## src/hw/rtl/egbl_pkg.sv

```systemverilog
// Shared types and constants for the elevation grid bilinear lookup.
// Depends on nothing; every other RTL file of the block except egbl_ram imports it.
`default_nettype none

package egbl_pkg;

    // Grid geometry and fraction format
    localparam int GRID_SIZE  = 1201;
    localparam int FRAC_BITS  = 16;
    localparam int CELLS      = GRID_SIZE * GRID_SIZE;
    localparam int ADDR_W     = $clog2(CELLS);
    localparam int IDX_W      = $clog2(GRID_SIZE);
    localparam logic [31:0] CELLS_U = 32'(CELLS);

    // Port field widths
    localparam int LOAD_IDX_W = 21;
    localparam int IN_FRAC_W  = 16;
    localparam int SAMPLE_W   = 16;
    localparam int HEIGHT_W   = 24;
    localparam int S_TDATA_W  = 72;

    // Arithmetic widths
    localparam int FIN_W      = (FRAC_BITS > IN_FRAC_W) ? FRAC_BITS : IN_FRAC_W;
    localparam int P_W        = FRAC_BITS + IDX_W;
    localparam int W_W        = FRAC_BITS + 1;
    localparam int PROD_W     = SAMPLE_W + FRAC_BITS + 1;
    localparam int TERM_W     = PROD_W + W_W;
    localparam int SHIFT      = 2 * FRAC_BITS - 8;

    localparam logic [W_W-1:0]           W_ONE      = W_W'(1) << FRAC_BITS;
    localparam logic signed [TERM_W-1:0] ROUND_HALF = TERM_W'(1) << (SHIFT - 1);
    localparam logic [SAMPLE_W-1:0]      VOID_RAW   = 16'h8000;

    // Result queue
    localparam int RES_DEPTH  = 4;
    localparam int RES_AW     = $clog2(RES_DEPTH);

    typedef enum logic {
        REQ_LOAD  = 1'b0,
        REQ_QUERY = 1'b1
    } egbl_req_t;

    // Item handed from the address front end to the memory sequencer.
    // addr is the load index for a load, the (row y, col x) base for a query.
    typedef struct packed {
        logic                 is_query;
        logic                 load_ok;
        logic [ADDR_W-1:0]    addr;
        logic [SAMPLE_W-1:0]  wdata;
        logic [FRAC_BITS-1:0] wy;
        logic [FRAC_BITS-1:0] wx;
    } egbl_item_t;

    // Tag that travels with each grid read, aligned with the RAM read data.
    typedef struct packed {
        logic           valid;
        logic [1:0]     k;
        logic [W_W-1:0] wy_sel;
        logic [W_W-1:0] wx_sel;
    } egbl_tag_t;

    typedef struct packed {
        logic                void_found;
        logic [HEIGHT_W-1:0] height_q8;
    } egbl_res_t;

endpackage

`default_nettype wire

```

## src/hw/rtl/egbl_blend.sv

```systemverilog
// Bilinear blend: per-sample weight multiply, column sums, column weight
// multiply, final sum with rounding. Depends on egbl_pkg. Never stalls.
`default_nettype none

module egbl_blend (
    input  wire logic                       clk,
    input  wire logic                       rst_n,
    input  wire egbl_pkg::egbl_tag_t        tag,
    input  wire logic [egbl_pkg::SAMPLE_W-1:0] rdata,
    output logic                            res_valid,
    output egbl_pkg::egbl_res_t             res
);

    import egbl_pkg::*;

    // M1: sample times row weight
    logic                     m1_valid_reg;
    logic [1:0]               m1_k_reg;
    logic [W_W-1:0]           m1_wx_reg;
    logic                     m1_void_reg;
    logic signed [PROD_W-1:0] m1_prod_reg;

    // M2: column sum
    logic signed [PROD_W-1:0] part_reg;
    logic                     part_void_reg;
    logic                     col_valid_reg;
    logic                     col_second_reg;
    logic                     col_void_reg;
    logic [W_W-1:0]           col_wx_reg;
    logic signed [PROD_W-1:0] col_reg;

    // M3: column times column weight
    logic                     t_valid_reg;
    logic                     t_second_reg;
    logic                     t_void_reg;
    logic signed [TERM_W-1:0] term_reg;

    // M4: final sum
    logic signed [TERM_W-1:0] sum_part_reg;
    logic                     sum_void_reg;
    logic                     res_valid_reg;
    egbl_res_t                res_reg;

    logic signed [PROD_W-1:0] h_ext;
    logic signed [PROD_W-1:0] wy_ext;
    logic signed [PROD_W-1:0] prod_next;
    logic signed [TERM_W-1:0] c_ext;
    logic signed [TERM_W-1:0] wx_ext;
    logic signed [TERM_W-1:0] term_next;
    logic signed [TERM_W-1:0] total;
    logic                     void_all;

    assign h_ext     = PROD_W'($signed(rdata));
    assign wy_ext    = $signed(PROD_W'(tag.wy_sel));
    assign prod_next = h_ext * wy_ext;

    assign c_ext     = TERM_W'(col_reg);
    assign wx_ext    = $signed(TERM_W'(col_wx_reg));
    assign term_next = c_ext * wx_ext;

    // floor((sum + half) / 2^SHIFT): round to nearest, ties up
    assign total    = sum_part_reg + term_reg + ROUND_HALF;
    assign void_all = sum_void_reg || t_void_reg;

    always_ff @(posedge clk or negedge rst_n)
    begin
        if (!rst_n)
        begin
            m1_valid_reg  <= 1'b0;
            col_valid_reg <= 1'b0;
            t_valid_reg   <= 1'b0;
            res_valid_reg <= 1'b0;
        end
        else
        begin
            m1_valid_reg  <= tag.valid;
            col_valid_reg <= m1_valid_reg && m1_k_reg[0];
            t_valid_reg   <= col_valid_reg;
            res_valid_reg <= t_valid_reg && t_second_reg;
        end
    end

    always_ff @(posedge clk)
    begin
        m1_k_reg    <= tag.k;
        m1_wx_reg   <= tag.wx_sel;
        m1_void_reg <= (rdata == VOID_RAW);
        m1_prod_reg <= prod_next;

        if (m1_valid_reg && !m1_k_reg[0])
        begin
            part_reg      <= m1_prod_reg;
            part_void_reg <= m1_void_reg;
        end
        col_reg        <= part_reg + m1_prod_reg;
        col_void_reg   <= part_void_reg || m1_void_reg;
        col_second_reg <= m1_k_reg[1];
        col_wx_reg     <= m1_wx_reg;

        term_reg     <= term_next;
        t_second_reg <= col_second_reg;
        t_void_reg   <= col_void_reg;

        if (t_valid_reg && !t_second_reg)
        begin
            sum_part_reg <= term_reg;
            sum_void_reg <= t_void_reg;
        end
        res_reg.void_found <= void_all;
        res_reg.height_q8  <= void_all ? HEIGHT_W'(0) : total[SHIFT +: HEIGHT_W];
    end

    assign res_valid = res_valid_reg;
    assign res       = res_reg;

endmodule

`default_nettype wire

```

## config.mk

```make
export PLATFORM = sky130hd
export DESIGN_NAME = egbl_blend
export DESIGN_NICKNAME = d
export VERILOG_FILES = /design/src/hw/rtl/egbl_pkg.sv /design/src/hw/rtl/egbl_blend.sv
export SDC_FILE = /design/constraint.sdc
export NUM_CORES = 2
export LEC_CHECK = 0
export BUFFER_PORTS_ARGS = -buffer_cell sky130_fd_sc_hd__buf_2
export CAP_MARGIN = 20
export CORE_MARGIN = 1.5
export CORE_UTILIZATION = 35
export CTS_BUF_LIST = sky130_fd_sc_hd__clkbuf_2
export CTS_CLUSTER_SIZE = 20
export DETAILED_ROUTE_END_ITERATION = 16
export HOLD_SLACK_MARGIN = 0.12
export PLACE_DENSITY = 0.62
export SLEW_MARGIN = 20
export SYNTH_ARGS = -nofsm -noshare
export SYNTH_HDL_FRONTEND = slang
export SYNTH_SLANG_ARGS = --single-unit
```

## constraint.sdc

```tcl
create_clock -name clk -period 7.56 [get_ports clk]
set_input_delay 0.378 -clock clk [delete_from_list [all_inputs] [get_ports clk]]
set_output_delay 0.378 -clock clk [all_outputs]
set_load 0.02 [all_outputs]
```

Yosys cells after proc, flatten, opt, wreduce, memory -nomap -nowiden --
Cells that the tools add are included.
Word-level totals: flip-flop bits (word level) 267, input port bits 55, output and inout bits 26, word-level logic and storage cells 35
Operators by class: add/subtract/negate cells 3, $mul 2, equality and inequality tests 1, reductions and logical operators 8
Operators with widths (number):
- $add 48x25->48 const B | 1
- $add 48x48->48 | 1
- $mul 33x18->48 | 1
- $add 33x33->33 | 1
- $mul 16x18->33 | 1
- $eq 16x16->1 const B | 1
- $logic_and 1x1->1 | 4
- $logic_not 1->1 | 2
- $logic_or 1x1->1 | 2

Longest topological paths before layout --
depth after elaboration 2, depth in mapped cells 26, mapped depth without buffers 24

Worst setup path before layout --
Ideal clock, no wire load.
path kind register to register, from reg col_wx_reg[11], to reg term_reg[47], arrival time 6.132 ns, slack 1.355 ns, cell stages (with the launch flop) 24, clock period less this slack 6.205 ns, path through dfxtp_1 > clkbuf_1 > clkbuf_1 > nand2_1 > fa_1 > inv_1 > fa_1 > fa_1 > fa_1 > fa_1 > inv_1 > fa_1 > inv_1 > ha_1 > a21o_1 > or4_1 > a21oi_2 > a2bb2oi_2 > nand2_2 > a221oi_4 > and4_1 > o41ai_2 > a221oi_2 > xnor2_1
Between the ends: word-level cells in the longest chain between the ends 1
RTL lines:
- start, declared | RTL line egbl_blend.sv:29 | logic [W_W-1:0] col_wx_reg;
- start signal, assigned | RTL line egbl_blend.sv:98 | col_wx_reg <= m1_wx_reg;
- $mul 33x18->48 | RTL line egbl_blend.sv:59 | assign term_next = c_ext * wx_ext;
- net term_next[47] | RTL line egbl_blend.sv:49 | logic signed [TERM_W-1:0] term_next;
- end signal, assigned | RTL line egbl_blend.sv:100 | term_reg <= term_next;
- end, declared | RTL line egbl_blend.sv:36 | logic signed [TERM_W-1:0] term_reg;
The timed path passes the listed nets, and every way through them passes these cells. A chain may end at the register's enable or synchronous reset.

Worst setup path after layout --
from reg col_wx_reg[3], to reg term_reg[46]
The elaborated chain is that of the path after synthesis.

==> metrics.cfg <==
[synth]
syn_avg_cell_area_um2 = 9.644
async_reset_ff_share_pct = 1.498
syn_area_mm2 = 0.03802
ys_types = 68
syn_nets = 5077
synth_ff_type = dfxtp_1
ys_ff_latch = 267
syn_inst = 3942
yosysWarningCount = 0
seq_area_frac_synth_pct = 16.30
synth_edf_count = 83

[die]
coreArea_mm2 = 0.1074
rows = 120
start_util_pct = 35.41
die_area_mm2 = 0.1106
ios = 81
die_h_um = 332.6
dieWidth_um = 332.6

[cts]
h-tree-depth = 3
ctsLongestPathBuffers = 3
clkLatencyLatePin_ns = 1.10
ctsResizeCount = 0
clock-sinks = 267
cts-buffers-inserted = 69
postCtsSetupRepairBufs = 0
clkTransAtPathRegs_ns = 0.10
cts_tree = built
ctsHoldBuffers = 55
cts_root_buffer = clkbuf_2

[global_routing]
grt_max_degree = 50
grt.busiest_layer = met2
grt_pass1_vias = 28240
grt_overflow = 0
use_met1_pct = 21.52
track_usage_pct = 15.86
grt_antenna_before_repair = 5
gr-usage-met2_pct = 26.37
use_met3_pct = 2.326
grt_first_pass_wirelength_mm = 142.6

[job]
cap_violations = 0

[sta]
rsz0062_at_grt = false
hold_violations = 0
setup_tns_ns = 0
fmax_mhz = 142.9
setup_viol = 0
finalCritPeriodShare_pct = 92.58
clock_skew_ns = 0.1046
period_minus_slack_ns = 6.999
drv_slew = 0
worst_pin_slew_ns = 0.9237
max-slew-margin-rel_pct = 38.29

[worst_setup_path]
cpMostUsedCell = fa_1
cp-end-kind = flip-flop
cp.arrival_ns = 7.95
crit_fanout = 20
worstSetupStartpointType = flip-flop
crit_type = reg2reg
crit_family = adder cells
slowest_stage = dfxtp_1
path_cells = buf_12 > nand2_1 > fa_1 > fa_1 > inv_1 > fa_1 > fa_1 > fa_1 > inv_1 > fa_1 > inv_1 > ha_1 > a21oi_1 > o21ai_0 > nor3_1 > o21ai_0 > a31oi_1 > o31ai_1 > buf_4 > a31oi_1 > o2111ai_1 > a21oi_1 > xnor2_1
critPathBufInv = 5
cp_data_required_time_ns = 8.51
max_stage_delay_ns = 0.90

[cells_and_area]
final_nets = 5192
n_fill_cell = 10700
final_util_pct = 38.51
final_cell_area_mm2 = 0.04134
area_growth_pct = 8.735
stdcell_count = 5512
layout-drive-gt1-share_pct = 6.332

[place]
place_congestion = 0.8844
dp_cells = 5334
dpl.hpwl_mm = 68.73
port_buffers = 80
place_area_mm2 = 0.04001

[hold_path]
hold_class = reg2reg

[detailed_routing]
drt_pass1_iterations = 5
drtAntennaViolNets = 0
via_per_inst = 4.670
drtIter0Drc = 1066
dr_total_vias = 25740
routed_wl_mm = 84.32
wire_per_inst_um = 15.30
drc = 0

[outcome]
status = complete, no violations

[synthesized netlist by cell type, drive strengths merged (12+ instances only)]
master | number | share of area (%)
a211oi | 17 | 0.34
a21o | 53 | 1.0
a21oi | 108 | 1.4
a31oi | 14 | 0.25
and2 | 445 | 7.3
clkbuf | 129 | 1.3
dfxtp | 180 | 9.5
edfxtp | 83 | 6.6
fa | 725 | 38
ha | 355 | 12
inv | 860 | 8.5
nand2 | 436 | 4.3
nand2b | 17 | 0.28
nand3 | 31 | 0.41
nor2 | 103 | 1.0
nor2b | 12 | 0.20
nor3 | 24 | 0.32
o21a | 24 | 0.47
o21ai | 50 | 0.66
o21bai | 16 | 0.32
xnor2 | 102 | 2.3
xor2 | 34 | 0.78
[per-stage QoR]
stage               setup WS (ns)  hold WS [ns]
global placement           0.6655        0.1901
floorplan                   1.355       0.08241
global route               0.1151        0.3201
finish                     0.5612        0.3105
CTS                        0.5246        0.2311
detailed placement         0.6176        0.1895
[kinds of logic after synthesis]
logic type	share of synthesized area, %
buffers and inverters	9.784
XOR/XNOR	3.133
flip-flops	16.30
adder cells (fa/ha/maj)	49.86
AND/OR/NAND/NOR	14.79
AO/OA/AOI/OAI	6.135
[layer usage]
metal | wire (µm) | part of all wire, %
met4 | 1675 | 2.0
met5 | 13 | 0.015
met1 | 39130 | 46
met3 | 4800 | 5.7
met2 | 38710 | 46
[cell usage in the layout, fill, tap and decap left out, drive strengths merged, types with 14 or more instances in the layout]
cell,Yosys,routed
o21a,24,24
dlygate4sd3,0,55
inv,860,862
a31oi,14,14
edfxtp,83,83
o21bai,16,16
ha,355,355
dfxtp,180,180
xnor2,102,102
nor3,24,24
clkbuf,129,91
and2,445,445
nand2,436,436
a21oi,108,108
nor2,103,103
a21o,53,53
clkinv,0,18
a211oi,17,17
nand3,31,31
xor2,34,34
buf,2,120
fa,725,725
o21ai,50,50
nand2b,17,17
[final timing paths]
check | startpoint | to | slack (ns) | depth (start not counted)
max in group asynchronous | rst_n | m1_valid_reg | 6.56 | 4
worst max register to register | col_wx_reg[3] | term_reg[46] | 0.56 | 23
worst min-delay path | m1_wx_reg[3] | col_wx_reg[3] | 0.31 | 0
worst min register to register | m1_wx_reg[3] | col_wx_reg[3] | 0.31 | 0
min in group asynchronous | rst_n | res_valid | 0.80 | 4
worst max-delay path | col_wx_reg[3] | term_reg[46] | 0.56 | 23
[cell type report]
type	instances	area (µm²)	share of cell area (%)
antenna	3	7.507	0.01816
tap	1403	1755	4.246
clock inverter	29	315.3	0.7627
clock buffer	91	455.4	1.102
multi-input combinational	2684	28120	68.02
sequential	267	6196	14.99
timing repair buffer	175	1264	3.057
inverter	860	3228	7.809
Power is left out: the tool's default activity adds up to more than one toggle a clock period on the data nets, which glitch-free logic cannot reach.
