## config.mk

```make
export PLATFORM = sky130hd
export DESIGN_NAME = egbl_front
export DESIGN_NICKNAME = d
export VERILOG_FILES = /design/src/hw/rtl/egbl_pkg.sv /design/src/hw/rtl/egbl_front.sv
export SDC_FILE = /design/constraint.sdc
export NUM_CORES = 1
export LEC_CHECK = 0
export BUFFER_PORTS_ARGS = -buffer_cell sky130_fd_sc_hd__buf_4
export CAP_MARGIN = 30
export CORE_UTILIZATION = 35
export DETAILED_ROUTE_END_ITERATION = 6
export PLACE_DENSITY = 0.57
export SYNTH_ARGS = -nofsm -noshare
export SYNTH_HDL_FRONTEND = slang
export SYNTH_SLANG_ARGS = --single-unit
```

## constraint.sdc

```tcl
create_clock -name clk -period 7 [get_ports clk]
set_input_delay 0 -clock clk [delete_from_list [all_inputs] [get_ports clk]]
set_output_delay 0 -clock clk [all_outputs]
set_load 0.05 [all_outputs]
```

## src/hw/rtl/egbl_pkg.sv

```systemverilog
// Shared types and constants for the elevation grid bilinear lookup.
// Depends on nothing; every other RTL file of the block except egbl_ram imports it.
`default_nettype none

package egbl_pkg;

    // Grid geometry and fraction format
    localparam int GRID_SIZE  = 1201;
    localparam int FRAC_BITS  = 16;
    localparam int CELLS      = GRID_SIZE * GRID_SIZE;
    localparam int ADDR_W     = $clog2(CELLS);
    localparam int IDX_W      = $clog2(GRID_SIZE);
    localparam logic [31:0] CELLS_U = 32'(CELLS);

    // Port field widths
    localparam int LOAD_IDX_W = 21;
    localparam int IN_FRAC_W  = 16;
    localparam int SAMPLE_W   = 16;
    localparam int HEIGHT_W   = 24;
    localparam int S_TDATA_W  = 72;

    // Arithmetic widths
    localparam int FIN_W      = (FRAC_BITS > IN_FRAC_W) ? FRAC_BITS : IN_FRAC_W;
    localparam int P_W        = FRAC_BITS + IDX_W;
    localparam int W_W        = FRAC_BITS + 1;
    localparam int PROD_W     = SAMPLE_W + FRAC_BITS + 1;
    localparam int TERM_W     = PROD_W + W_W;
    localparam int SHIFT      = 2 * FRAC_BITS - 8;

    localparam logic [W_W-1:0]           W_ONE      = W_W'(1) << FRAC_BITS;
    localparam logic signed [TERM_W-1:0] ROUND_HALF = TERM_W'(1) << (SHIFT - 1);
    localparam logic [SAMPLE_W-1:0]      VOID_RAW   = 16'h8000;

    // Result queue
    localparam int RES_DEPTH  = 4;
    localparam int RES_AW     = $clog2(RES_DEPTH);

    typedef enum logic {
        REQ_LOAD  = 1'b0,
        REQ_QUERY = 1'b1
    } egbl_req_t;

    // Item handed from the address front end to the memory sequencer.
    // addr is the load index for a load, the (row y, col x) base for a query.
    typedef struct packed {
        logic                 is_query;
        logic                 load_ok;
        logic [ADDR_W-1:0]    addr;
        logic [SAMPLE_W-1:0]  wdata;
        logic [FRAC_BITS-1:0] wy;
        logic [FRAC_BITS-1:0] wx;
    } egbl_item_t;

    // Tag that travels with each grid read, aligned with the RAM read data.
    typedef struct packed {
        logic           valid;
        logic [1:0]     k;
        logic [W_W-1:0] wy_sel;
        logic [W_W-1:0] wx_sel;
    } egbl_tag_t;

    typedef struct packed {
        logic                void_found;
        logic [HEIGHT_W-1:0] height_q8;
    } egbl_res_t;

endpackage

`default_nettype wire

```

## src/hw/rtl/egbl_front.sv

```systemverilog
// Address front end: fraction scaling, then flipped-row base address.
// Depends on egbl_pkg. Two stall-able pipeline stages.
`default_nettype none

module egbl_front (
    input  wire logic                             clk,
    input  wire logic                             rst_n,
    input  wire logic                             in_valid,
    output logic                                  in_ready,
    input  wire logic                             req_type,
    input  wire logic [egbl_pkg::LOAD_IDX_W-1:0]  load_index,
    input  wire logic [7:0]                       byte_hi,
    input  wire logic [7:0]                       byte_lo,
    input  wire logic [egbl_pkg::IN_FRAC_W-1:0]   lat_frac,
    input  wire logic [egbl_pkg::IN_FRAC_W-1:0]   lon_frac,
    output logic                                  out_valid,
    input  wire logic                             out_ready,
    output egbl_pkg::egbl_item_t                  out_item
);

    import egbl_pkg::*;

    // stage A: fractions scaled by GRID_SIZE-1
    logic                 a_valid_reg;
    logic                 a_query_reg;
    logic                 a_load_ok_reg;
    logic [ADDR_W-1:0]    a_idx_reg;
    logic [SAMPLE_W-1:0]  a_wdata_reg;
    logic [IDX_W-1:0]     a_y_reg;
    logic [IDX_W-1:0]     a_x_reg;
    logic [FRAC_BITS-1:0] a_wy_reg;
    logic [FRAC_BITS-1:0] a_wx_reg;

    // stage B: item for the sequencer
    logic                 b_valid_reg;
    egbl_item_t           b_item_reg;

    logic                 a_ready;
    logic                 b_ready;
    logic                 a_take;
    logic                 b_take;
    logic [FRAC_BITS-1:0] lat_w;
    logic [FRAC_BITS-1:0] lon_w;
    logic [P_W-1:0]       py;
    logic [P_W-1:0]       px;
    logic [IDX_W-1:0]     row;
    logic [ADDR_W-1:0]    base;
    egbl_item_t           b_item_next;

    assign b_ready  = !b_valid_reg || out_ready;
    assign a_ready  = !a_valid_reg || b_ready;
    assign in_ready = a_ready;
    assign a_take   = in_valid && a_ready;
    assign b_take   = a_valid_reg && b_ready;

    assign lat_w = FRAC_BITS'(FIN_W'(lat_frac));
    assign lon_w = FRAC_BITS'(FIN_W'(lon_frac));
    assign py    = P_W'(lat_w) * P_W'(GRID_SIZE - 1);
    assign px    = P_W'(lon_w) * P_W'(GRID_SIZE - 1);

    // row counts from the bottom edge in the query, from the top in memory
    assign row  = IDX_W'(GRID_SIZE - 1) - a_y_reg;
    assign base = ADDR_W'(row) * ADDR_W'(GRID_SIZE) + ADDR_W'(a_x_reg);

    always_comb
    begin
        b_item_next.is_query = a_query_reg;
        b_item_next.load_ok  = a_load_ok_reg;
        b_item_next.addr     = a_query_reg ? base : a_idx_reg;
        b_item_next.wdata    = a_wdata_reg;
        b_item_next.wy       = a_wy_reg;
        b_item_next.wx       = a_wx_reg;
    end

    always_ff @(posedge clk or negedge rst_n)
    begin
        if (!rst_n)
        begin
            a_valid_reg <= 1'b0;
            b_valid_reg <= 1'b0;
        end
        else
        begin
            if (a_ready)
            begin
                a_valid_reg <= in_valid;
            end
            if (b_ready)
            begin
                b_valid_reg <= a_valid_reg;
            end
        end
    end

    always_ff @(posedge clk)
    begin
        if (a_take)
        begin
            a_query_reg   <= (egbl_req_t'(req_type) == REQ_QUERY);
            a_load_ok_reg <= (32'(load_index) < CELLS_U);
            a_idx_reg     <= ADDR_W'(load_index);
            a_wdata_reg   <= {byte_hi, byte_lo};
            a_y_reg       <= py[P_W-1:FRAC_BITS];
            a_wy_reg      <= py[FRAC_BITS-1:0];
            a_x_reg       <= px[P_W-1:FRAC_BITS];
            a_wx_reg      <= px[FRAC_BITS-1:0];
        end
        if (b_take)
        begin
            b_item_reg <= b_item_next;
        end
    end

    assign out_valid = b_valid_reg;
    assign out_item  = b_item_reg;

endmodule

`default_nettype wire

```

Word-level counts from Yosys, hierarchy flattened
Index checks and enable logic that the tools add are counted.

operators by class
  add/subtract/negate cells = 2
  multiply operators = 3
  div/mod/pow operators = 0
  order comparisons = 1
  equal/unequal tests = 0
  shift operators = 0
  multiplexer cells = 1
  bitwise operators = 0
  reductions and logical operators = 6

operator list
  cell                      count
  $mul A16 B7 Y23 const B   2
  $add A21 B11 Y21          1
  $lt A21 B21 Y1 const B    1
  $mul A11 B11 Y21 const B  1
  $mux W21                  1
  $sub A11 B11 Y11 const A  1
  $logic_and A1 B1 Y1       2
  $logic_not A1 Y1          2
  $logic_or A1 B1 Y1        2

storage, ports and cells
  bits in registers = 150
  bits in latches = 0
  bits in writable memories = 0
  ROM bits = 0
  input port bits = 74
  output and inout port bits = 73
  logic and storage cells = 29
  memories kept = 0

Depth between registers and ports, before layout
Gate-level depths: netlist (run 1).

  depth after elaboration = 4
  gate-level depth with buffers = 22
  depth with buffers taken out = 22

Worst setup path after synthesis (run 1)
OpenSTA, ideal clock, no wires.

  kind = reg2reg
  start point = register a_y_reg[0]
  end point = register b_item_reg (netlist bit out_item[66]), data pin
  setup time = 0.260 ns
  arrival = 5.473 ns
  data required time = 6.740 ns
  setup slack = 1.267 ns
  cell stages (with the launch flop) = 23
  path buffers = 0
  clock period less this slack = 5.733 ns
  path through = edfxtp_1 > inv_1 > ha_1 > or3b_1 > and3_1 > xor2_1 > ha_1 > ha_1 > inv_1 > fa_1 > inv_1 > fa_1 > inv_1 > fa_1 > inv_1 > ha_1 > a21oi_1 > nor2_1 > a211oi_1 > o21ai_1 > a41oi_1 > xnor2_1 > mux2_2

RTL lines
  what                    line               RTL
  start, declared         egbl_front.sv:29   logic [IDX_W-1:0] a_y_reg;
  start signal, assigned  egbl_front.sv:103  a_y_reg <= py[P_W-1:FRAC_BITS];
  end signal, assigned    egbl_front.sv:110  b_item_reg <= b_item_next;
  end, declared           egbl_front.sv:36   egbl_item_t b_item_reg;

==> results, run 1 <==
- The number of antenna diodes in the final layout is 0.
- Setup violations remaining at the end of the flow were counted as 0.
- After detailed routing, the total wire length is 22100 um.
- The buffer count from post-CTS setup fixing is 0.
- In this run the number of H-tree levels came out at 4.
- The first global-routing pass estimated 36400 um of wire.
- After global routing the overflow that remains totals 0.
- The overall global routing resource usage is 13.6%.
- The final sum of negative setup slack is 0 ns.
- In the post-synthesis netlist, the biggest area contributors are sky130_fd_sc_hd__edfxtp_1 (38%), sky130_fd_sc_hd__ha_1 (22%), sky130_fd_sc_hd__fa_1 (12%).
- The number of max-slew violations in the final report is 0.
- The cell that appears most often on the critical path is sky130_fd_sc_hd__inv_1.
- The number of nets in the layout is 1541.
- Traced cell by cell, the critical path runs through inv_1 > ha_1 > or3b_1 > and3_1 > xor2_1 > ha_1 > ha_1 > inv_1 > fa_1 > inv_1 > fa_1 > inv_1 > fa_1 > inv_1 > ha_1 > a21oi_1 > nor2_1 > a211oi_1 > o21ai_1 > a31oi_2 > xnor2_1 > mux2_2.
- The biggest area contributor in the post-synthesis netlist is sky130_fd_sc_hd__edfxtp_1.
- The nature of the critical path startpoint is a flip-flop.
- Across all hold checks on the routed design, the worst slack comes to between 0.04 and 0.05 ns.
- Routability-driven placement finished with a final weighted congestion of approximately 0.85.
- Following the worst setup path forward leads to its endpoint at out_item[64]$_DFFE_PP_.
- The most critical setup path has its startpoint at a_y_reg[0]$_DFFE_PP_.
- The number of endpoints with negative hold slack in the final report is 0.
- The maximum fanout along the worst path is 8.
- The clock drives 150 sinks.
- TritonCTS built the clock tree.
- The number of cells on the worst reg-to-reg path is 22.
- The per-instance average area after synthesis is approximately 12 sq um.
- The most frequently used flop master after synthesis is sky130_fd_sc_hd__edfxtp_1.
- The worst setup margin is just under 0.8 ns.
- After detailed routing, the number of remaining DRC violations is 0.
- The number of synthesized flops with an enable pin is ~150.
- STA classifies the critical path endpoint as a flip-flop.
- The cell sitting at the root of the clock tree is a sky130_fd_sc_hd__clkbuf_16.
- For the worst-skew pair, the clock arrives at the later sink with an insertion delay of 0.42 ns.
- The post-synthesis sequential area ratio is about two fifths.
- The maximum clock path buffer count is 2.
- After clock tree synthesis, the clock-pin slew on the worst setup and hold paths is roughly 0.06 ns.
- In the synthesized netlist the async set-or-reset flop fraction comes to 1.33%.
- Clock tree synthesis inserted a total of 17 buffers.
- Pin placement for this block handled 147 I/O pins.
- The share of final-layout standard cells stronger than drive strength 1 is between 10% and 20%.
- The total number of vias is 7367.
- On the critical path, the stage with the largest delay is an instance of sky130_fd_sc_hd__edfxtp_1.
- For this run, the share of the core covered by cells in the final layout is 43.7%.
- The largest net degree at the start of global routing is 64.
- The count of nets left with antenna violations after detail routing is 0.
- The flip-flop count of the largest register after layout is 63.
- The placed wire-length estimate is ~18000 um.
- In the final routed layout, each cell accounts on average for 13.4 um.
- The count of buffers inserted at the top-level ports is 138.
- The floorplan has 66 rows.
- The die covers between 30000 and 40000 sq um.
- The number of different library cells used by synthesis comes to 57.
- The endpoint identified for the worst register-to-register timing path is out_item[64]$_DFFE_PP_.
- The number of synthesis warnings is 0.
- The count of mapped cells out of synthesis is 989.
- The post-synthesis instance area is 11700 sq um.
- The worst path uses between 80% and 90% of the clock period.
- Setup repair after global routing left no endpoint under its margin.
- Timing analysis after detailed placement gives a worst setup slack of 0.782 ns.
- The critical path data arrival time is 6.38 ns.
- The initial utilization of the core area, before any placement, comes to 35.8%.
- The floorplan step set the die width to 185 um.
- Dividing the detail-routed via count by the number of cells gives 4.48.
- The portion of synthesized cell area occupied by the leading cell type is 38.0%.
- The initial antenna violation count is 0.
- The area growth from synthesis to layout is 22.2%.
- For this run, the detailed router's first-pass iteration total came to 4.
- The launch instance of the worst register-to-register path is a_y_reg[0]$_DFFE_PP_.
- The maximum operating frequency is 0.161 GHz.
- The flow ran to the end, and the final reports show no timing, DRC or antenna violations.
- Synthesis inferred 150 register bits.
- The worst pin sits at a relative slew slack of about 44%.
- The region available for standard cell placement spans about 33000 sq um.
- For the final database, setup skew stands at 0.00799 ns.
- The floorplan step set the die height to ~180 um.
- The via count of the first global-routing pass is 7549.
- Max-cap violations in this run came to 0.
- The highest cell delay on the worst timing path is 0.53 ns.
- The worst hold path belongs to the class input port to flip-flop.
- For flop-to-flop paths, the worst setup slack is 0.79 ns.
- The first routing iteration left 274 violations.
- The critical path class is flip-flop to flip-flop.
- The required time of the critical path is 7.17 ns.
- The slew at the pin closest to its max-slew limit is 0.834 ns.
- Counting I/O delays and the setup requirement, the final critical path takes around 6.2 ns.
worst min path at each step:
stage / start / end / depth (start not counted)
2_1_floorplan: rst_n / a_valid_reg$_DFFE_PN0N_ / 0
3_3_place_gp: rst_n / out_valid$_DFFE_PN0P_ / 1
3_5_place_dp: rst_n / a_valid_reg$_DFFE_PN0N_ / 1
4_1_cts: lat_frac[15] / a_y_reg[10]$_DFFE_PP_ / 3
5_1_grt: lat_frac[15] / a_y_reg[10]$_DFFE_PP_ / 3
6_report: lat_frac[2] / a_wy_reg[6]$_DFFE_PP_ / 3
synth_stat cells, types with 4 or more instances:
library cell / count
sky130_fd_sc_hd__inv_1: 205
sky130_fd_sc_hd__ha_1: 205
sky130_fd_sc_hd__o21ai_1: 8
sky130_fd_sc_hd__nand4_1: 6
sky130_fd_sc_hd__a21oi_1: 52
sky130_fd_sc_hd__nor2b_1: 4
sky130_fd_sc_hd__buf_4: 8
sky130_fd_sc_hd__clkbuf_1: 6
sky130_fd_sc_hd__nand2_1: 29
sky130_fd_sc_hd__nor2_1: 23
sky130_fd_sc_hd__nor3_1: 6
sky130_fd_sc_hd__nand2b_1: 8
sky130_fd_sc_hd__o21a_1: 9
sky130_fd_sc_hd__and2_1: 6
sky130_fd_sc_hd__o21ai_0: 14
sky130_fd_sc_hd__a211oi_1: 5
sky130_fd_sc_hd__mux2_2: 18
sky130_fd_sc_hd__xnor2_1: 45
sky130_fd_sc_hd__fa_1: 72
sky130_fd_sc_hd__a31oi_1: 6
sky130_fd_sc_hd__and3_1: 5
sky130_fd_sc_hd__xor2_1: 19
sky130_fd_sc_hd__o211ai_1: 8
sky130_fd_sc_hd__edfxtp_1: 148
sky130_fd_sc_hd__nand3_1: 8
sky130_fd_sc_hd__a21o_1: 27
critical path, delay by kind of cell, from the launching register on:
family	cells	cell delay (ns)
AO/OA/AOI/OAI	4	0.87
adder cells (fa/ha/maj)	7	2.74
flip-flops	1	0.53
buffers and inverters	5	0.34
XOR/XNOR	2	0.52
AND/OR/NAND/NOR	3	0.70
multiplexers	1	0.27
layer usage:
metal	global-route usage, %	vias up	wire [um]
met3	1.85	12	543
met5	0	-	0
met1	17.7	3460	10800
met2	23.0	95	10400
li1	-	3800	-
met4	4.86	0	303
through the flow:
| stage | cells | instance area, sq um |
|---|---|---|
| 3_5_place_dp | 1566 | 13300 |
| 4_1_cts | 1645 | 14300 |
| 2_1_floorplan | 996 | 11700 |
| 6_report | 1645 | 14300 |
| 3_3_place_gp | 1565 | 13300 |
| 5_1_grt | 1645 | 14300 |
timing repair:
item                                   CTS  global route
hold buffers                            47             0
endpoints found under the hold margin   47             0
resized for setup                        0             0
cells in the final DEF, fill, tap and decap left out, types with 8 or more instances in the layout:
| cell | synthesis | layout |
|---|---|---|
| sky130_fd_sc_hd__o211ai_1 | 8 | 8 |
| sky130_fd_sc_hd__o21ai_0 | 14 | 14 |
| sky130_fd_sc_hd__a21o_1 | 27 | 27 |
| sky130_fd_sc_hd__nor2_1 | 23 | 23 |
| sky130_fd_sc_hd__buf_4 | 8 | 141 |
| sky130_fd_sc_hd__conb_1 | 1 | 8 |
| sky130_fd_sc_hd__clkbuf_16 | 0 | 17 |
| sky130_fd_sc_hd__a21oi_1 | 52 | 52 |
| sky130_fd_sc_hd__ha_1 | 205 | 205 |
| sky130_fd_sc_hd__fa_1 | 72 | 72 |
| sky130_fd_sc_hd__edfxtp_1 | 148 | 148 |
| sky130_fd_sc_hd__xor2_1 | 19 | 19 |
| sky130_fd_sc_hd__o21a_1 | 9 | 9 |
| sky130_fd_sc_hd__o21ai_1 | 8 | 8 |
| sky130_fd_sc_hd__xnor2_1 | 45 | 45 |
| sky130_fd_sc_hd__inv_1 | 205 | 205 |
| sky130_fd_sc_hd__mux2_2 | 18 | 18 |
| sky130_fd_sc_hd__dlygate4sd3_1 | 0 | 47 |
| sky130_fd_sc_hd__nand2_1 | 29 | 29 |
| sky130_fd_sc_hd__nand2b_1 | 8 | 8 |
| sky130_fd_sc_hd__nand3_1 | 8 | 8 |
cells by family after synthesis:
kind of cell	count (synthesis)	share of synthesized area, %
other	1	0.0320
AOI/OAI and AO/OA	156	9.00
DFF	150	38.4
muxes	18	1.73
and+or+nand+nor	102	4.24
xor gates and xnor gates	66	5.07
adders and majority gates	277	34.2
buffers and inverters	219	7.28
layout make-up:
cell class	instances	area, sq um
fillers	3077	18400
multi-input cells	627	6390
flip-flops and latches	150	4490
repair buffers	189	1540
inverters	205	769
well taps	442	553
clock buffers	19	433
clock inverters	13	121
Power of run 1 is left out: the tool's default activity adds up to more than one toggle a clock period on the data nets, which glitch-free logic cannot reach.
==> run 2: changes to the inputs <==
--- a/config.mk
+++ b/config.mk
@@ -8,8 +8,10 @@
 export BUFFER_PORTS_ARGS = -buffer_cell sky130_fd_sc_hd__buf_4
 export CAP_MARGIN = 30
 export CORE_UTILIZATION = 35
+export CTS_CLUSTER_DIAMETER = 40
 export DETAILED_ROUTE_END_ITERATION = 6
 export PLACE_DENSITY = 0.57
+export SKIP_LAST_GASP = 1
 export SYNTH_ARGS = -nofsm -noshare
 export SYNTH_HDL_FRONTEND = slang
 export SYNTH_SLANG_ARGS = --single-unit
==> constraint.sdc (replaced) <==
create_clock -name clk -period 6.17 [get_ports clk]
set_input_delay 0 -clock clk [delete_from_list [all_inputs] [get_ports clk]]
set_output_delay 0 -clock clk [all_outputs]
set_load 0.05 [all_outputs]
==> run 2 against run 1 <==
- clock skew fell by 0.0027 ns
- fmax rose by 7.3%
- critical path depth did not move
- via count barely moved
- critical endpoint is now out_item[66]$_DFFE_PP_
- register-to-register slack got worse by 0.41 ns
- clock-buffer cell count fell by 1
- non-clock buffer count rose by 3
- final cell count barely moved
==> results, run 2 (same netlist as run 1, synthesis figures left out) <==
- Setup repair after global routing left no endpoint under its margin.
- The cell with the largest stage delay on the worst path is sky130_fd_sc_hd__fa_1.
- The die extent in x is around 180 um.
- The nature of the critical path startpoint is a flip-flop.
- Counting the buffers created by CTS gives 17.
- The row count is 66.
- The count of buffers added on input and output ports is roughly 140.
- Cells with a size suffix above 1 make up 17.1% of the layout.
- The area growth from synthesis to layout is 22.7%.
- Global routing used a little over an eighth of the available tracks across all layers.
- The global-route wire length before repair is 36000 um.
- The path class of the tightest hold or removal check is input port to flip-flop.
- The via count of the first global-routing pass came to 7445.
- The final sum of negative setup slack is 0 ns.
- Once detail routing completed, the nets flagged for antenna violations numbered 0.
- In this run the deepest clock path goes through 2 buffers.
- The flip-flop count of the largest register after layout is 63.
- The die covers 34200 sq um.
- The number of endpoints with negative hold slack in the final report is 0.
- The routed layout has roughly 7400 vias.
- The remaining global-route overflow is 0.
- Walking the worst path, the cells encountered are inv_1 > ha_1 > or3b_1 > and3_1 > xor2_2 > ha_1 > ha_1 > inv_1 > fa_1 > inv_1 > fa_1 > inv_1 > fa_1 > inv_1 > ha_1 > a21oi_1 > nor2_1 > a211oi_1 > o21ai_1 > a41oi_1 > xnor2_1 > mux2_2.
- The slew at the pin closest to its max-slew limit is 0.842 ns.
- The clock root buffer is sky130_fd_sc_hd__clkbuf_16.
- Once the floorplan was initialized, standard cells occupied 35.8% of the core.
- Dividing the detail-routed via count by the number of cells gives between 4 and 5.
- The number of max-slew violations in the final report is 0.
- Across the run, the number of max-cap violations was 0.
- TritonCTS built the clock tree.
- The first detailed-routing pass ran for 4 iterations.
- In the finished design, the share of the clock period the worst path needs comes to 93.8%.
- After clock tree synthesis, the clock-pin slew on the worst setup and hold paths is 0.06 ns.
- Counting every sink on the clock net gives 150.
- Across the routed clock network, the largest skew measured is 0.00531 ns.
- The number of nets in the layout is 1544.
- The required time of the critical path is 6.34 ns.
- The critical path data arrival time is roughly 6.0 ns.
- Based on the critical path, the design can be clocked at up to 0.173 GHz.
- The nature of the critical path endpoint is a flip-flop.
- Of all nets on the critical path, the largest fanout is 6.
- Detailed placement ended at an HPWL of 17900 um.
- Entering global routing, the biggest net connects 64 pins.
- The initial antenna violation count is 0.
- In the layout the commonest cells are sky130_fd_sc_hd__inv_1 (205), sky130_fd_sc_hd__ha_1 (205), sky130_fd_sc_hd__edfxtp_1 (148), sky130_fd_sc_hd__buf_4 (144), sky130_fd_sc_hd__fa_1 (72).
- The max-slew headroom at the worst pin is 43.8%.
- Summed over all layers, the routed wires come to 22300 um.
- The number of levels in the clock H-tree is 4.
- The remaining routing DRC violations is 0.
- The number of antenna diodes is 0.
- At the later pin of the worst-skew pair, clock insertion delay measures 0.42 ns.
- After detailed routing, the average wire length per cell comes to approximately 14 um.
- The die height is roughly 180 um.
- The clock period could shrink to 5.79 ns.
- In this run the count of I/O pins placed on the die edge is 147.
- The final setup violation count is 0.
- The total area inside the core boundary comes to between 30000 and 40000 sq um.
- Counting stages on the worst path, the most repeated cell is sky130_fd_sc_hd__inv_1.
- The highest cell delay on the worst timing path is 0.53 ns.
- The run finished with clean final reports.
- For this block, the initial DRC count from the detailed router was 203.
- The critical path class is flip-flop to flip-flop.
- The last weighted congestion value of the routability-driven placer is just over 0.8.
==> run 2: changes by cell type in the layout (fill, tap and decap cells not counted), sizes merged <==
cell / before / now
clkinvlp: 4 / 1
buf: 142 / 145
clkbuf: 19 / 18
bufinv: 1 / 3
==> run 2: path summary, 6_finish.rpt <==
path | start | to | slack (ns) | depth (start not counted)
min in group asynchronous | rst_n | out_valid$_DFFE_PN0P_ | 0.44 | 3
max in group asynchronous | rst_n | a_valid_reg$_DFFE_PN0N_ | 5.60 | 3
max reg2reg | a_y_reg[0]$_DFFE_PP_ | out_item[66]$_DFFE_PP_ | 0.38 | 22
min | lat_frac[15] | a_y_reg[10]$_DFFE_PP_ | 0.05 | 3
max | a_y_reg[0]$_DFFE_PP_ | out_item[66]$_DFFE_PP_ | 0.38 | 22
min reg2reg | a_wx_reg[10]$_DFFE_PP_ | out_item[10]$_DFFE_PP_ | 0.41 | 0
==> run 2: through the flow <==
stage                     setup slack [ns]  utilization [%]  area (sq um)  hold slack (ns)  std cells
after global routing                0.0330             43.9         14400           0.0480       1646
after detailed placement             0.152             40.6         13300           -0.213       1567
after CTS                            0.110             43.8         14300           0.0243       1644
after global placement               0.283             40.6         13300           -0.216       1566
after floorplan                      0.437                -         11700           -0.296        996
final                                0.384             43.9         14400           0.0455       1646
==> run 2: critical path: cells and delay by family, from the launching register on <==
kind	cells	cell delay, ns
adder cells (fa/ha/maj)	7	2.69
flip-flops	1	0.39
multiplexers	1	0.27
AO/OA/AOI/OAI	4	0.84
XOR/XNOR	2	0.32
AND/OR/NAND/NOR	3	0.71
buffers and inverters	5	0.30
==> run 2: metal layers <==
metal	track usage, %	wire length, um	vias to the layer above
met1	17.4	10900	3464
li1	-	-	3798
met4	4.30	259	0
met3	2.16	589	14
met2	22.8	10500	98
met5	0	0	-
==> run 2: timing repair <==
| item | CTS | global route |
|---|---|---|
| endpoints found under the setup margin | 0 | 3 |
| resized for setup | 0 | 1 |
| hold endpoints to repair | 47 | 0 |
| setup buffers | 0 | 2 |
| hold buffers | 47 | 0 |
==> run 2: final cells by class <==
cell class,count,area (sq um)
inverter,205,769
timing repair buffer,192,1570
fill,3062,18300
tap,442,553
clock buffer,18,429
multi-input combinational,627,6390
sequential,150,4490
clock inverter,12,153
Power of run 2 is left out for the same reason.
==> run 3: changes to the inputs <==
--- a/config.mk
+++ b/config.mk
@@ -11,6 +11,7 @@
 export CTS_CLUSTER_DIAMETER = 40
 export DETAILED_ROUTE_END_ITERATION = 6
 export PLACE_DENSITY = 0.57
+export RECOVER_POWER = 100
 export SKIP_LAST_GASP = 1
 export SYNTH_ARGS = -nofsm -noshare
 export SYNTH_HDL_FRONTEND = slang
==> run 3 against run 2 <==
- the run now ends with max-capacitance violations, max-slew violations left
- worst setup slack lost 0.0031 ns
- register-to-register slack is essentially flat
- clock skew is essentially flat
==> results, run 3 (same netlist as run 1, synthesis figures left out) <==
- The die height is 185 um.
- The first global-routing pass estimated 36000 um of wire.
- The cell with the largest stage delay on the worst path is sky130_fd_sc_hd__fa_1.
- Of all nets on the critical path, the largest fanout is 6.
- Registers take 4490 sq um.
- Headroom to the max-slew limit came out at -137%.
- Summed over all failing endpoints, the final setup total negative slack is 0 ns.
- The number of nets in the layout is approximately 1500.
- The ratio of routed vias to standard cells is 4.49.
- The checks that failed: max-capacitance violations, max-slew violations.
- The cell family contributing the most delay on the critical path is adder cells.
- Setup violations remaining at the end of the flow were counted as 0.
- Summed over all layers, the routed wires come to between 20000 and 25000 um.
- The number of levels in the clock H-tree is 4.
- No sink is reached through more buffers than the 2 on the longest clock path.
- The count of nets left with antenna violations after detail routing is 0.
- The initial antenna violation count was 0.
- The tree is rooted in a sky130_fd_sc_hd__clkbuf_16.
- Relative to the synthesized area, the layout overhead comes to 20.0%.
- The die extent in x is 185 um.
- The number of endpoints with negative hold slack in the final report is 0.
- The flip-flop count of the largest register after layout is 63.
- The required time of the critical path is 6.34 ns.
- The clock tree from TritonCTS is yes.
- The number of max-slew violations in the final report is 152.
- The smallest clock period supported by the final layout is computed as around 5.8 ns.
- The run finished, with violations left.
- The tool flagged a number of max-cap violations equal to 3.
- The critical path contains buffers and inverters numbering 5 combined.
- Entering global routing, the biggest net connects 64 pins.
- In the routed design, unresolved DRC markers number 0.
- The nature of the critical path endpoint is a flip-flop.
- The critical path is of the flip-flop to flip-flop type.
- The total clock sinks is 150.
- Dividing the final minimum period by the clock period gives 93.8%.
- After detailed routing, the average wire length per cell comes to about 14 um.
- Routability-driven placement finished with a final weighted congestion of 0.825.
- Clock skew on the completed layout was measured at roughly 0.0057 ns.
- The placed instance area is 13300 sq um.
- The number of antenna diodes is 0.
- For the worst-skew pair, the clock arrives at the later sink with an insertion delay of 0.42 ns.
- The first TritonRoute pass finished after 4 iterations.
- 147 I/O pins were placed.
- The most frequent cell on the critical path is sky130_fd_sc_hd__inv_1.
- The count of fill cells added during filler insertion is 3149.
- The post-route standard cell area excluding fillers is around 14000 sq um.
- In this run the worst hold path is classified as input port to flip-flop.
- The nature of the critical path startpoint is a flip-flop.
- Once detailed placement completed, the half-perimeter wirelength came to 17900 um.
- The via count of the first global-routing pass is 7445.
- The signal on the critical path passes through inv_1 > ha_1 > or3b_1 > and3_1 > xor2_2 > ha_1 > ha_1 > inv_1 > fa_1 > inv_1 > fa_1 > inv_1 > fa_1 > inv_1 > ha_1 > a21oi_1 > nor2_1 > a211oi_1 > o21ai_1 > a41oi_1 > xnor2_1 > mux2_2.
- Once the floorplan was initialized, standard cells occupied 35.8% of the core.
- The remaining global-route overflow is 0.
- The floorplan step defined a core boundary enclosing 32700 sq um.
- During placement, the flow inserted port buffers numbering 138.
- The row count is 66.
- The die area is 34200 sq um.
- Data arrives at the worst endpoint at 5.95 ns.
- The post-route netlist has 10.0% of its cells at a drive strength greater than 1.
- The slew at the pin closest to its max-slew limit is 3.55 ns.
- Setup repair after global routing left no endpoint under its margin.
- TritonCTS created 17 clock buffers.
- The detailed router finished its first iteration with 221 violations.
- Based on the critical path, the design can be clocked at up to 0.173 GHz.
- The clock slew at the register clock pins of the worst setup and hold paths is around 0.060 ns.
- The total number of vias is approximately 7400.
- Global routing used 13.4% of the available tracks across all layers.
- The library cells used most frequently in the layout, excluding fill and tap cells, are sky130_fd_sc_hd__inv_1 (205), sky130_fd_sc_hd__ha_1 (205), sky130_fd_sc_hd__edfxtp_1 (148), sky130_fd_sc_hd__clkbuf_1 (81), sky130_fd_sc_hd__fa_1 (72).
- The area of the multi-input gates is 6370 sq um.
- On the worst path, the slowest cell contributes a delay of 0.53 ns.
[run 3: metal layers]
metal / global-route usage, % / part of all wire (%) / wire length, um / up-vias
li1: - / - / - / 3798
met1: 17.4 / 49 / 10900 / 3470
met2: 22.8 / 47 / 10400 / 115
met3: 2.16 / 2.8 / 632 / 15
met4: 4.30 / 1.2 / 277 / 0
met5: 0 / 0 / 0 / -
[run 3: layout make-up]
class,instances,share of cell area [%]
clock buffer,18,3.06
clock inverter,12,1.09
inverter,205,5.48
multi-input combinational,627,45.4
sequential,150,32.0
tap,442,3.94
timing repair buffer,192,9.02
[run 3: worst paths after layout]
check | start | end | slack [ns] | depth (start not counted)
max reg2reg | a_y_reg[1]$_DFFE_PP_ | out_item[66]$_DFFE_PP_ | 0.38 | 22
max | a_y_reg[1]$_DFFE_PP_ | out_item[66]$_DFFE_PP_ | 0.38 | 22
min | lat_frac[15] | a_y_reg[10]$_DFFE_PP_ | 0.05 | 3
min reg2reg | a_wx_reg[10]$_DFFE_PP_ | out_item[10]$_DFFE_PP_ | 0.41 | 0
max in group asynchronous | rst_n | a_valid_reg$_DFFE_PN0N_ | 5.59 | 3
min in group asynchronous | rst_n | out_valid$_DFFE_PN0P_ | 0.46 | 3
[run 3: through the flow]
step / cells / hold slack [ns] / util (%) / setup WS, ns
6_report: 1646 / 0.0461 / 42.9 / 0.381
5_1_grt: 1646 / 0.0481 / 42.9 / 0.0346
4_1_cts: 1644 / 0.0243 / 43.8 / 0.110
3_5_place_dp: 1567 / -0.213 / 40.6 / 0.152
3_3_place_gp: 1566 / -0.216 / 40.6 / 0.283
2_1_floorplan: 996 / -0.296 / - / 0.437
[run 3: worst min-delay path: cells and delay by family]
family                   cells  cell delay (ns)
AO/OA/AOI/OAI                1             0.09
adder cells (fa/ha/maj)      1             0.15
buffers and inverters        1             0.12
[run 3: repair_timing]
| action | 4_1_cts | 5_1_grt |
|---|---|---|
| buffers inserted | 0 | 2 |
| hold endpoints to repair | 47 | 0 |
| hold buffers | 47 | 0 |
| resized for setup | 0 | 1 |
| setup endpoints to repair | 0 | 3 |
Power of run 3 is left out for the same reason.
